==> config.mk <==
export PLATFORM = sky130hd
export DESIGN_NAME = stuffed_frame_receiver
export DESIGN_NICKNAME = d
export VERILOG_FILES = /design/src/rtl/core/sfr_pkg.sv /design/src/rtl/core/sfr_input_stage.sv /design/src/rtl/core/sfr_engine.sv /design/src/rtl/core/sfr_output_stage.sv /design/src/rtl/core/stuffed_frame_receiver.sv
export SDC_FILE = /design/constraint.sdc
export NUM_CORES = 1
export LEC_CHECK = 0
export BUFFER_PORTS_ARGS = -buffer_cell sky130_fd_sc_hd__buf_2
export CORE_ASPECT_RATIO = 1.2
export CORE_MARGIN = 8
export CORE_UTILIZATION = 30
export DETAILED_ROUTE_END_ITERATION = 6
export PLACE_DENSITY = 0.49
export SLEW_MARGIN = 20
export SYNTH_ARGS = -nofsm -noshare
export SYNTH_HDL_FRONTEND = slang
export SYNTH_HIERARCHICAL = 1
export SYNTH_SLANG_ARGS = --single-unit
==> constraint.sdc <==
create_clock -name clock -period 2 [get_ports clock]
set_input_delay 0.3 -clock clock [delete_from_list [all_inputs] [get_ports clock]]
set_output_delay 0.3 -clock clock [all_outputs]
set_load 0.005 [all_outputs]
==> src/rtl/core/sfr_pkg.sv <==
// Shared types and constants for the byte-stuffed frame receiver.
// No dependencies; imported by every module of the block.
`default_nettype none

package sfr_pkg;

   localparam int unsigned BYTE_W = 8;
   localparam int unsigned KIND_W = 2;
   localparam int unsigned TYPE_W = 4;
   localparam int unsigned LEN_W  = 9;
   localparam int unsigned PH_W   = 3;

   localparam int unsigned REQ_TDATA_W  = 16;
   localparam int unsigned RSP_TDATA_W  = 24;
   localparam int unsigned RSP_TUSER_W  = KIND_W;

   // line bytes
   localparam logic [BYTE_W-1:0] B_FLAG = 8'h7E;
   localparam logic [BYTE_W-1:0] B_ESC  = 8'h7D;
   localparam logic [BYTE_W-1:0] B_XSTF = 8'h20;
   localparam logic [BYTE_W-1:0] B_ADDR = 8'h03;

   // command codes
   localparam logic [BYTE_W-1:0] C_SET  = 8'h03;
   localparam logic [BYTE_W-1:0] C_DISC = 8'h0B;
   localparam logic [BYTE_W-1:0] C_UA   = 8'h07;
   localparam logic [BYTE_W-1:0] C_RR   = 8'h05;
   localparam logic [BYTE_W-1:0] C_REJ  = 8'h01;

   // result kinds
   localparam logic [KIND_W-1:0] KIND_PAYLOAD  = 2'd0;
   localparam logic [KIND_W-1:0] KIND_COMPLETE = 2'd1;
   localparam logic [KIND_W-1:0] KIND_DISCARD  = 2'd2;
   localparam logic [KIND_W-1:0] KIND_REJECT   = 2'd3;

   // frame types
   localparam logic [TYPE_W-1:0] FT_DATA     = 4'd0;
   localparam logic [TYPE_W-1:0] FT_SET      = 4'd1;
   localparam logic [TYPE_W-1:0] FT_DISC     = 4'd2;
   localparam logic [TYPE_W-1:0] FT_UA       = 4'd3;
   localparam logic [TYPE_W-1:0] FT_RR       = 4'd4;
   localparam logic [TYPE_W-1:0] FT_BAD_RR   = 4'd5;
   localparam logic [TYPE_W-1:0] FT_REJ      = 4'd6;
   localparam logic [TYPE_W-1:0] FT_BAD_REJ  = 4'd7;
   localparam logic [TYPE_W-1:0] FT_BAD_BCC  = 4'd8;
   localparam logic [TYPE_W-1:0] FT_BAD_DATA = 4'd9;

   // receive phases
   localparam logic [PH_W-1:0] PH_WAIT  = 3'd0;
   localparam logic [PH_W-1:0] PH_FLAG  = 3'd1;
   localparam logic [PH_W-1:0] PH_ADDR  = 3'd2;
   localparam logic [PH_W-1:0] PH_CMD   = 3'd3;
   localparam logic [PH_W-1:0] PH_BODY  = 3'd4;
   localparam logic [PH_W-1:0] PH_ESC   = 3'd5;
   localparam logic [PH_W-1:0] PH_CLOSE = 3'd6;

   typedef struct packed {
      logic [BYTE_W-1:0] rx_byte;
      logic              expected_seq;
   } item_type;

   typedef struct packed {
      logic [KIND_W-1:0] result_kind;
      logic [BYTE_W-1:0] payload_byte;
      logic [TYPE_W-1:0] frame_type;
      logic [LEN_W-1:0]  payload_length;
      logic              length_overflow;
   } result_type;

endpackage

`default_nettype wire

==> src/rtl/core/sfr_input_stage.sv <==
// Input register of the frame receiver: captures one transaction per cycle unless the result register stalls it.
// Depends on sfr_pkg.
`default_nettype none

module sfr_input_stage
   import sfr_pkg::*;
(
   input  wire logic                   clock,
   input  wire logic                   reset,
   input  wire logic                   req_tvalid,
   output logic                        req_tready,
   input  wire logic [REQ_TDATA_W-1:0] req_tdata,
   input  wire logic                   advance,
   output logic                        item_valid,
   output item_type                    item
);

   logic     valid_ff, valid_in;
   item_type item_ff, item_in;

   assign req_tready = !valid_ff || advance;
   assign valid_in   = req_tready ? req_tvalid : valid_ff;

   always_comb begin
      item_in = item_ff;
      if (req_tready) begin
         item_in.rx_byte      = req_tdata[BYTE_W-1:0];
         item_in.expected_seq = req_tdata[BYTE_W];
      end
   end

   always_ff @(posedge clock) begin
      if (reset) begin
         valid_ff <= 1'b0;
      end else begin
         valid_ff <= valid_in;
      end
   end

   always_ff @(posedge clock) begin
      item_ff <= item_in;
   end

   assign item_valid = valid_ff;
   assign item       = item_ff;

endmodule

`default_nettype wire

==> src/rtl/core/sfr_engine.sv <==
// Frame phase machine, BCC checks, destuffing and length count.
// Depends on sfr_pkg.
`default_nettype none

module sfr_engine
   import sfr_pkg::*;
#(
   parameter int unsigned MAX_PAYLOAD = 256
)(
   input  wire logic       clock,
   input  wire logic       reset,
   input  wire logic       fire,
   input  wire item_type   item,
   output logic            res_valid,
   output result_type      res
);

   localparam int unsigned CW = $clog2(MAX_PAYLOAD + 2);
   localparam logic [CW-1:0] CNT_SAT = CW'(MAX_PAYLOAD + 1);
   localparam logic [CW-1:0] CNT_ONE = CW'(1);
   localparam logic [CW-1:0] CNT_TWO = CW'(2);

   logic [PH_W-1:0]   phase_ff, phase_in;
   logic [TYPE_W-1:0] kind_ff, kind_in;
   logic [BYTE_W-1:0] addr_ff, addr_in;
   logic [BYTE_W-1:0] cmd_ff, cmd_in;
   logic [BYTE_W-1:0] xor_ff, xor_in;
   logic [BYTE_W-1:0] held_ff, held_in;
   logic [CW-1:0]     count_ff, count_in;
   logic              ovf_ff, ovf_in;

   logic [BYTE_W-1:0] b;
   logic [BYTE_W-1:0] body_val;
   logic [BYTE_W-1:0] rr_ok, rr_bad, rej_ok, rej_bad, dat_ok, dat_bad;
   logic [CW-1:0]     len_full;
   logic              do_body;

   assign b        = item.rx_byte;
   assign rr_ok    = C_RR  | {item.expected_seq, 7'd0};
   assign rr_bad   = C_RR  | {!item.expected_seq, 7'd0};
   assign rej_ok   = C_REJ | {item.expected_seq, 7'd0};
   assign rej_bad  = C_REJ | {!item.expected_seq, 7'd0};
   assign dat_ok   = {1'b0, item.expected_seq, 6'd0};
   assign dat_bad  = {1'b0, !item.expected_seq, 6'd0};
   assign body_val = (phase_ff == PH_ESC) ? (b ^ B_XSTF) : b;
   assign len_full = count_ff - CNT_ONE;

   always_comb begin
      phase_in  = phase_ff;
      kind_in   = kind_ff;
      addr_in   = addr_ff;
      cmd_in    = cmd_ff;
      xor_in    = xor_ff;
      held_in   = held_ff;
      count_in  = count_ff;
      ovf_in    = ovf_ff;
      res_valid = 1'b0;
      res       = '0;
      do_body   = 1'b0;

      case (phase_ff)
         PH_FLAG: begin
            if (b == B_ADDR) begin
               addr_in  = b;
               phase_in = PH_ADDR;
            end
         end
         PH_ADDR: begin
            cmd_in   = b;
            phase_in = PH_CMD;
            if (b == C_SET)        kind_in = FT_SET;
            else if (b == C_UA)    kind_in = FT_UA;
            else if (b == C_DISC)  kind_in = FT_DISC;
            else if (b == rr_ok)   kind_in = FT_RR;
            else if (b == rr_bad)  kind_in = FT_BAD_RR;
            else if (b == rej_ok)  kind_in = FT_BAD_REJ;
            else if (b == rej_bad) kind_in = FT_REJ;
            else if (b == dat_bad) kind_in = FT_BAD_DATA;
            else if (b == dat_ok)  kind_in = FT_DATA;
            else if (b == B_FLAG)  phase_in = PH_FLAG;
            else                   phase_in = PH_WAIT;
         end
         PH_CMD: begin
            if (b == B_FLAG) begin
               phase_in = PH_FLAG;
            end else if (b != (addr_ff ^ cmd_ff)) begin
               if (kind_ff == FT_DATA) begin
                  res_valid       = 1'b1;
                  res.result_kind = KIND_REJECT;
                  res.frame_type  = FT_BAD_BCC;
                  phase_in        = PH_ADDR;
               end
               kind_in = FT_BAD_BCC;
            end else if (kind_ff == FT_DATA || kind_ff == FT_BAD_DATA) begin
               phase_in = PH_BODY;
               xor_in   = '0;
               held_in  = '0;
               count_in = '0;
               ovf_in   = 1'b0;
            end else begin
               phase_in = PH_CLOSE;
            end
         end
         PH_BODY: begin
            if (b == B_FLAG) begin
               res_valid      = 1'b1;
               res.frame_type = kind_ff;
               if (count_ff == '0 || (count_ff >= CNT_TWO && held_ff != xor_ff)) begin
                  res.result_kind = KIND_DISCARD;
                  phase_in        = PH_FLAG;
               end else begin
                  res.result_kind     = KIND_COMPLETE;
                  res.payload_length  = LEN_W'(len_full);
                  res.length_overflow = ovf_ff;
                  phase_in            = PH_WAIT;
               end
            end else if (b == B_ESC) begin
               phase_in = PH_ESC;
            end else begin
               do_body = 1'b1;
            end
         end
         PH_ESC: begin
            phase_in = PH_BODY;
            do_body  = 1'b1;
         end
         PH_CLOSE: begin
            phase_in = PH_WAIT;
            if (b == B_FLAG) begin
               res_valid       = 1'b1;
               res.result_kind = KIND_COMPLETE;
               res.frame_type  = kind_ff;
            end
         end
         default: begin
            phase_in = (b == B_FLAG || b == B_ADDR) ? PH_FLAG : PH_WAIT;
         end
      endcase

      if (do_body) begin
         if (count_ff >= CNT_ONE) begin
            res_valid        = 1'b1;
            res.result_kind  = KIND_PAYLOAD;
            res.payload_byte = held_ff;
            res.frame_type   = kind_ff;
            xor_in           = xor_ff ^ held_ff;
         end
         held_in = body_val;
         if (count_ff >= CNT_SAT) ovf_in = 1'b1;
         else                     count_in = count_ff + CNT_ONE;
      end
   end

   always_ff @(posedge clock) begin
      if (reset) begin
         phase_ff <= PH_WAIT;
         kind_ff  <= FT_DATA;
         addr_ff  <= '0;
         cmd_ff   <= '0;
         xor_ff   <= '0;
         held_ff  <= '0;
         count_ff <= '0;
         ovf_ff   <= 1'b0;
      end else if (fire) begin
         phase_ff <= phase_in;
         kind_ff  <= kind_in;
         addr_ff  <= addr_in;
         cmd_ff   <= cmd_in;
         xor_ff   <= xor_in;
         held_ff  <= held_in;
         count_ff <= count_in;
         ovf_ff   <= ovf_in;
      end
   end

endmodule

`default_nettype wire

==> src/rtl/core/sfr_output_stage.sv <==
// Result register of the frame receiver, packs the result stream.
// Depends on sfr_pkg.
`default_nettype none

module sfr_output_stage
   import sfr_pkg::*;
(
   input  wire logic                   clock,
   input  wire logic                   reset,
   input  wire logic                   fire,
   input  wire logic                   res_valid,
   input  wire result_type             res,
   output logic                        advance,
   output logic                        rsp_tvalid,
   input  wire logic                   rsp_tready,
   output logic [RSP_TDATA_W-1:0]      rsp_tdata,
   output logic [RSP_TUSER_W-1:0]      rsp_tuser
);

   logic       valid_ff, valid_in;
   result_type res_ff, res_in;

   assign advance  = !valid_ff || rsp_tready;
   assign valid_in = advance ? (fire && res_valid) : valid_ff;
   assign res_in   = advance ? res : res_ff;

   always_ff @(posedge clock) begin
      if (reset) begin
         valid_ff <= 1'b0;
      end else begin
         valid_ff <= valid_in;
      end
   end

   always_ff @(posedge clock) begin
      res_ff <= res_in;
   end

   assign rsp_tvalid = valid_ff;
   assign rsp_tuser  = res_ff.result_kind;
   assign rsp_tdata  = {2'b00, res_ff.length_overflow, res_ff.payload_length,
                        res_ff.frame_type, res_ff.payload_byte};

endmodule

`default_nettype wire

==> src/rtl/core/stuffed_frame_receiver.sv <==
// Byte-stuffed frame receiver: top level with input register, phase engine and
// result register. Depends on sfr_pkg, sfr_input_stage, sfr_engine, sfr_output_stage.
//
// Takes one line byte per transaction and returns at most one result per byte,
// sustaining one byte per clock while rsp_tready is high. A byte passes from the
// input register through the combinational phase machine to the result register,
// and the input register holds its byte while the result register is stalled.
// The per-byte state update (phase, running XOR, held byte, body count)
// sets the one-byte-per-cycle figure. A result held while rsp_tready is low
// stalls the input. Payload bytes come out one byte late; the last body byte is
// the BCC2.
`default_nettype none

module stuffed_frame_receiver
   import sfr_pkg::*;
#(
   parameter int unsigned MAX_PAYLOAD = 256
)(
   input  wire logic                   clock,
   input  wire logic                   reset,
   input  wire logic                   req_tvalid,
   output logic                        req_tready,
   // [7:0] rx_byte, [8] expected_seq, [15:9] zero
   input  wire logic [REQ_TDATA_W-1:0] req_tdata,
   output logic                        rsp_tvalid,
   input  wire logic                   rsp_tready,
   // [7:0] payload_byte, [11:8] frame_type, [20:12] payload_length,
   // [21] length_overflow, [23:22] zero
   output logic [RSP_TDATA_W-1:0]      rsp_tdata,
   // [1:0] result_kind
   output logic [RSP_TUSER_W-1:0]      rsp_tuser
);

   logic       advance;
   logic       item_valid;
   logic       fire;
   logic       res_valid;
   item_type   item;
   result_type res;

   assign fire = item_valid && advance;

   sfr_input_stage u_in (
      .clock      (clock),
      .reset      (reset),
      .req_tvalid (req_tvalid),
      .req_tready (req_tready),
      .req_tdata  (req_tdata),
      .advance    (advance),
      .item_valid (item_valid),
      .item       (item)
   );

   sfr_engine #(
      .MAX_PAYLOAD (MAX_PAYLOAD)
   ) u_eng (
      .clock     (clock),
      .reset     (reset),
      .fire      (fire),
      .item      (item),
      .res_valid (res_valid),
      .res       (res)
   );

   sfr_output_stage u_out (
      .clock      (clock),
      .reset      (reset),
      .fire       (fire),
      .res_valid  (res_valid),
      .res        (res),
      .advance    (advance),
      .rsp_tvalid (rsp_tvalid),
      .rsp_tready (rsp_tready),
      .rsp_tdata  (rsp_tdata),
      .rsp_tuser  (rsp_tuser)
   );

endmodule

`default_nettype wire

==> results of run 1 <==
-- where the power goes --
part | switching, mW | internal [mW] | total, mW
sequential | 0.0152 | 1.78 | 1.79
clock | 0.651 | 0.865 | 1.52
combinational | 0.104 | 0.0961 | 0.200
-- state kept, by name, summed over array words and instances, names as in the netlist --
signal / flops
u_eng/count_ff: 9
u_eng/held_ff: 8
u_eng/phase_ff: 3
u_out/rsp_tuser: 2
u_out/rsp_tdata: 22
u_eng/kind_ff: 4
u_in/item: 9
u_eng/ovf_ff: 1
u_eng/cmd_ff: 8
u_in/item_valid: 1
u_eng/addr_ff: 8
u_out/rsp_tvalid: 1
u_eng/xor_ff: 8
-- per-stage QoR --
stage                     instance area, µm²  power, mW  hold WS (ps)  util [%]  instances
after global placement                  5279      2.004         446.0     37.09        682
after CTS                               5766      3.558         112.2     40.51        707
after floorplan                         4362      1.921         362.4         -        409
after global routing                    6000      3.642         116.5     42.15        714
after detailed placement                5279      2.007         449.7     37.09        682
final                                   6000      3.511         125.6     42.15        714
-- metal layers --
| metal | wire length (µm) | vias up |
|---|---|---|
| met4 | 323 | 0 |
| li1 | - | 1744 |
| met2 | 5695 | 64 |
| met5 | 0 | - |
| met1 | 4542 | 1655 |
| met3 | 453 | 22 |
-- cell usage in the layout, fill, tap and decap left out, types with 4 or more instances in the layout --
cell type  count
clkbuf_16      9
o21ai_0        5
nand2_1       17
ha_1           5
xor2_1        11
dfxtp_1       46
buf_4         88
a22o_1        11
nor3_4         4
and2_1         8
nand3b_1       5
xnor3_1        8
inv_1         17
buf_2         38
or2_2          4
mux2i_1       12
nand3_1        8
a21o_1         7
nor3_1        14
and2_4         6
edfxtp_1      33
xnor2_1        9
a21oi_2        6
o2bb2ai_2      4
a21oi_1       11
dfxtp_2        5
nor2b_1        5
nor2_1        32
nand2b_1       6
buf_6         11
or3_1          4
-- worst max-delay path, delay by kind of cell, from the launching register on --
family / cells / cell delay (ps)
compound gates: 2 / 350
flops: 1 / 330
buf+inv: 1 / 170
simple gates: 2 / 920
-- repair_timing --
item / 4_1_cts / 5_1_grt
pin swaps: 5 / 38
gates resized for setup: 36 / 42
hold buffers: 0 / 0
gates cloned: 0 / 1
setup endpoints to repair: 55 / 60
setup buffers: 9 / 12
-- logic make-up after synthesis --
group           count (synthesis)
compound gates                 88
xor+xnor                       29
fa+ha+maj                       5
buf+inv                        42
flops                          84
mux                            13
other cells                     1
simple gates                  146
-- layout make-up --
class	instances	share of cell area [%]
Clock inverter	5	0.4588
Sequential cell	84	33.64
Timing Repair Buffer	138	16.58
Multi-Input combinational cell	283	40.50
Tap cell	175	3.650
Clock buffer	11	4.046
Inverter	18	1.126
-- worst paths after layout --
check	endpoint	depth (start not counted)	from	slack [ps]
max	u_out/rsp_tdata[11]	5	u_eng/count_ff[8]	-10
min	u_in/item[3]	1	req_tdata[2]	130
max reg2reg	u_out/rsp_tdata[11]	5	u_eng/count_ff[8]	-10
min reg2reg	u_eng/addr_ff[5]	1	u_eng/addr_ff[5]	470
==> impl_metrics.csv, run 1 <==
group,metric,value,unit
outcome,outcome,"finished with violations",
outcome,violations,"setup timing",
worst_setup_path,critical_path_class,"reg2reg",
worst_setup_path,crit_path_max_incr_delay,580,ps
timing,setup-violations-final,4,
logic_synthesis,yosys.area_share.adder,1.448,%
cts,numCtsBuffers,9,
floorplan,io_pins,48,
power_and_ir_drop,ir_worst_vdd,394.6,µV
floorplan,die_y,147.4,µm
worst_setup_path,cp-start-kind,"flop",
cts,root_buffer,"clkbuf_16",
floorplan,coreArea,14230,µm²
logic_synthesis,yosysMostFrequentCell,"dfxtp_1",
logic_synthesis,ys_warn_count,6,
timing,finClkSkew,6.269,ps
logic_synthesis,async_flop_share,0,%
floorplan,dieArea,18510,µm²
logic_synthesis,ys_top_cells_by_area,"dfxtp_1 24%, edfxtp_1 23%, xnor3_1 4.2%, nor2_1 3.0%, mux2i_1 2.8%",
detailed_routing,vias,3485,
power_and_ir_drop,power_density,585.2,nW/µm²
logic_synthesis,synth_top_family_by_area,"simple AND/OR/NAND/NOR gates",
logic_synthesis,yosys.area_share.simple,19.55,%
logic_synthesis,synthTopCellsByCount,"51 x dfxtp_1, 34 x nor2_1, 33 x edfxtp_1",
finish,num-fill-cells,1377,
global_routing,grt_util_met1,12.78,%
detailed_routing,drtIter0Drc,122,
placed_design,gp_congestion,0.8484,
detailed_routing,avgRoutedWirePerCell,15.42,µm
finish,seqCellArea,2018,µm²
timing,tightestPinTransition,520.4,ps
cts,clock_sinks,84,
job,maxCapViolations,0,
worst_setup_path,crit_chain,"or4_4 > nor4_4 > o21ai_0 > buf_4 > a21o_1",
worst_setup_path,crit_path_end_kind,"flop",
logic_synthesis,ys_ff_latch,84,
timing,fmax,497.6,MHz
worst_setup_path,cp_max_fo,4,
global_routing,grtUsageTotal,12.10,%
timing,relSlewSlack,64.41,%
timing,slew_viol_final,0,
cts,htreeDepth,3,
global_routing,grt_pass1_vias,3521,
worst_setup_path,cpMaxStageDelayCell,"or4_4",
detailed_routing,drt.antenna.violating_nets,0,
logic_synthesis,synth_flop_cell,"dfxtp_1",
placed_design,dp_slack,-164.1,ps
finish,layout.nets,559,
detailed_routing,firstDrtPassIters,4,
cts,clk_pin_slew_worst_paths,60,ps
timing,fin_ws,-9.505,ps
logic_synthesis,syn_area,4319,µm²
global_routing,grt_overflow,0,
floorplan,fp-row-count,48,
logic_synthesis,synth_mux_area_share,3.042,%
global_routing,antenna_found_initial,0,
global_routing,use_met3,3.027,%
global_routing,met2_usage,21.73,%
cts,insertion_delay,350,ps
worst_setup_path,cp_data_required_time,2100,ps
timing,rsz0062_at_grt,"yes",
finish,area_delta_synth_final,38.90,%
logic_synthesis,synth.avg_cell_area,10.59,µm²
timing,finalHoldViolCount,0,
timing,finalCritPeriodShare,100.5,%
cts,cts_max_path_buffers,2,
logic_synthesis,synth_xor_xnor_area_share,8.430,%
placed_design,dp_hpwl,8162,µm
logic_synthesis,synth_top_area_cell,"dfxtp_1",
finish,multi_input_area,2430,µm²
logic_synthesis,syn_inst,408,
global_routing,grt_busiest_layer,"met2",
detailed_routing,drc,0,
timing,fin_tns_setup,-13.91,ps
cts,cts_tree,"yes",
finish,diodes,0,
logic_synthesis,synth_cell_types,69,
timing,fin_crit,2010,ps
power_and_ir_drop,p_leak,2.599,nW
min_path,hold_path_class,"in2reg",
detailed_routing,routed_wl,11010,µm
logic_synthesis,yosysSeqAreaShare,46.58,%
global_routing,grt_first_pass_wirelength,17740,µm
finish,drive_above_1_share,41.19,%
global_routing,grt_max_degree,27,
worst_setup_path,arrival,2110,ps
logic_synthesis,synth_top_area_share,23.64,%
floorplan,die_w,125.5,µm
logic_synthesis,synth_edf_count,33,
placed_design,numPortBuffers,38,
detailed_routing,via_per_inst,4.881,
logic_synthesis,synth_compound_area_share,16.40,%
floorplan,start_util,30.34,%
(Power assumes the default switching activity.)
==> run 2: changes to the inputs <==
Settings changed: SKIP_CTS_REPAIR_TIMING set to 1.
==> impl_metrics.csv, run 2 (synthesized netlist as in run 1, its figures left out) <==
group,metric,value,unit
outcome,outcome,"finished with violations",
outcome,violations,"setup timing",
timing,fmax,498.0,MHz
placed_design,place_area,5279,µm²
job,maxCapViolations,0,
finish,final_cell_mix,"90 x buf_4, 47 x dfxtp_1, 39 x buf_2, 33 x edfxtp_1, 32 x nor2_1",
timing,fin_crit,2008,ps
worst_setup_path,crit_path_end_kind,"flop",
floorplan,io_pins,48,
power_and_ir_drop,power_density,598.2,nW/µm²
cts,clock_sinks,84,
worst_setup_path,cp-start-kind,"flop",
timing,tightestPinTransition,493.7,ps
global_routing,grtUsageTotal,11.83,%
timing,setup-violations-final,1,
finish,fin_area,5848,µm²
detailed_routing,vias,3423,
finish,area_delta_synth_final,35.40,%
finish,layout.nets,556,
worst_setup_path,critical_path_class,"reg2reg",
power_and_ir_drop,total_power,3.498,mW
worst_setup_path,cp_data_required_time,2220,ps
placed_design,gp_congestion,0.8484,
worst_setup_path,arrival,2230,ps
placed_design,place_inst,682,
placed_design,dp_hpwl,8162,µm
global_routing,grt_overflow,0,
detailed_routing,drt.antenna.violating_nets,0,
min_path,hold_path_class,"in2reg",
power_and_ir_drop,switching_share,21.78,%
global_routing,grt_first_pass_wirelength,17330,µm
power_and_ir_drop,combinationalPowerShare,5.3,%
detailed_routing,via_per_inst,4.814,
finish,largest_reg_flops,22,
power_and_ir_drop,p_seq_share,51.3,%
global_routing,grt_pass1_vias,3467,
placed_design,numPortBuffers,38,
power_and_ir_drop,p_int,2.736,mW
power_and_ir_drop,ir_worst_vdd,393.9,µV
finish,num-fill-cells,1386,
worst_setup_path,rr_startpoint,"u_eng/count_ff[8]",
finish,multi_input_area,2318,µm²
worst_setup_path,cp_max_fo,3,
power_and_ir_drop,p_switching,0.7621,mW
floorplan,fp-row-count,48,
detailed_routing,firstDrtPassIters,4,
finish,mostFrequentLayoutCell,"buf_4",
floorplan,die_w,125.5,µm
timing,finClkSkew,6.693,ps
finish,seqCellArea,2017,µm²
min_path,worstHoldStart,"req_tdata[4]",
cts,root_buffer,"clkbuf_16",
timing,finalCritPeriodShare,100.4,%
power_and_ir_drop,p_leak,2.561,nW
timing,fin_ws,-8.041,ps
cts,htreeDepth,3,
finish,drive_above_1_share,39.18,%
global_routing,grt_max_degree,27,
cts,insertion_delay,350,ps
worst_setup_path,startpoint,"u_eng/count_ff[8]",
timing,finalHoldViolCount,0,
cts,clk_pin_slew_worst_paths,60,ps
finish,stdcell_count,711,
timing,relSlewSlack,66.23,%
timing,rsz0062_at_grt,"yes",
detailed_routing,routed_wl,10750,µm
floorplan,dieArea,18510,µm²
cts,cts_max_path_buffers,2,
detailed_routing,avgRoutedWirePerCell,15.12,µm
global_routing,antenna_found_initial,0,
cts,numCtsBuffers,9,
detailed_routing,drtIter0Drc,142,
cts,cts_tree,"yes",
detailed_routing,drc,0,
floorplan,die_y,147.4,µm
timing,holdWs,126.7,ps
floorplan,coreArea,14230,µm²
floorplan,start_util,30.34,%
power_and_ir_drop,pwr-share-clk,43.4,%
finish,diodes,0,
timing,slew_viol_final,0,
run 2: critical path: stages, from the launching register on:
cell and delay (ps):
dfxtp_2 320, or4_4 570, nor4_4 350, buf_4 180, o21ai_4 50, or2_2 270, nand2_1 80, a21oi_2 50
run 2: layout make-up:
class | count | area share, %
inverter | 18 | 1.155
clock inverter | 5 | 0.4707
sequential | 84 | 34.49
clock buffer | 11 | 4.151
timing repair buffer | 135 | 16.35
tap | 175 | 3.744
multi-input combinational | 283 | 39.64
run 2: layer usage:
| layer | wire (µm) | GRT usage [%] | up-vias |
|---|---|---|---|
| li1 | - | - | 1739 |
| met2 | 5556 | 21.00 | 55 |
| met4 | 261 | 6.589 | 0 |
| met1 | 4503 | 12.56 | 1611 |
| met5 | 0 | 0 | - |
| met3 | 430 | 3.027 | 18 |
run 2: per-stage QoR:
step	setup slack [ps]	util, %	TNS (ps)
global placement	-86.37	37.09	-1848
global route	-85.31	41.09	-1685
finish	-8.041	41.09	-8.041
CTS	-185.5	38.99	-4228
detailed placement	-164.1	37.09	-3434
floorplan	-88.47	-	-489.7
run 2: final timing paths:
| path | endpoint | slack (ps) | cells after the start |
|---|---|---|---|
| setup / recovery | u_out/rsp_tvalid | -8 | 7 |
| hold / removal | u_in/item[5] | 130 | 1 |
| setup reg to reg | u_out/rsp_tvalid | -8 | 7 |
| hold reg to reg | u_eng/addr_ff[1] | 460 | 2 |
run 2: power groups by stage:
stage	combinational [mW]	sequential [mW]	clock, mW
after detailed placement	0.171	1.84	0
final	0.186	1.79	1.52
after global placement	0.170	1.83	0
after floorplan	0.0993	1.82	0
after CTS	0.171	1.80	1.57
after global routing	0.201	1.79	1.63
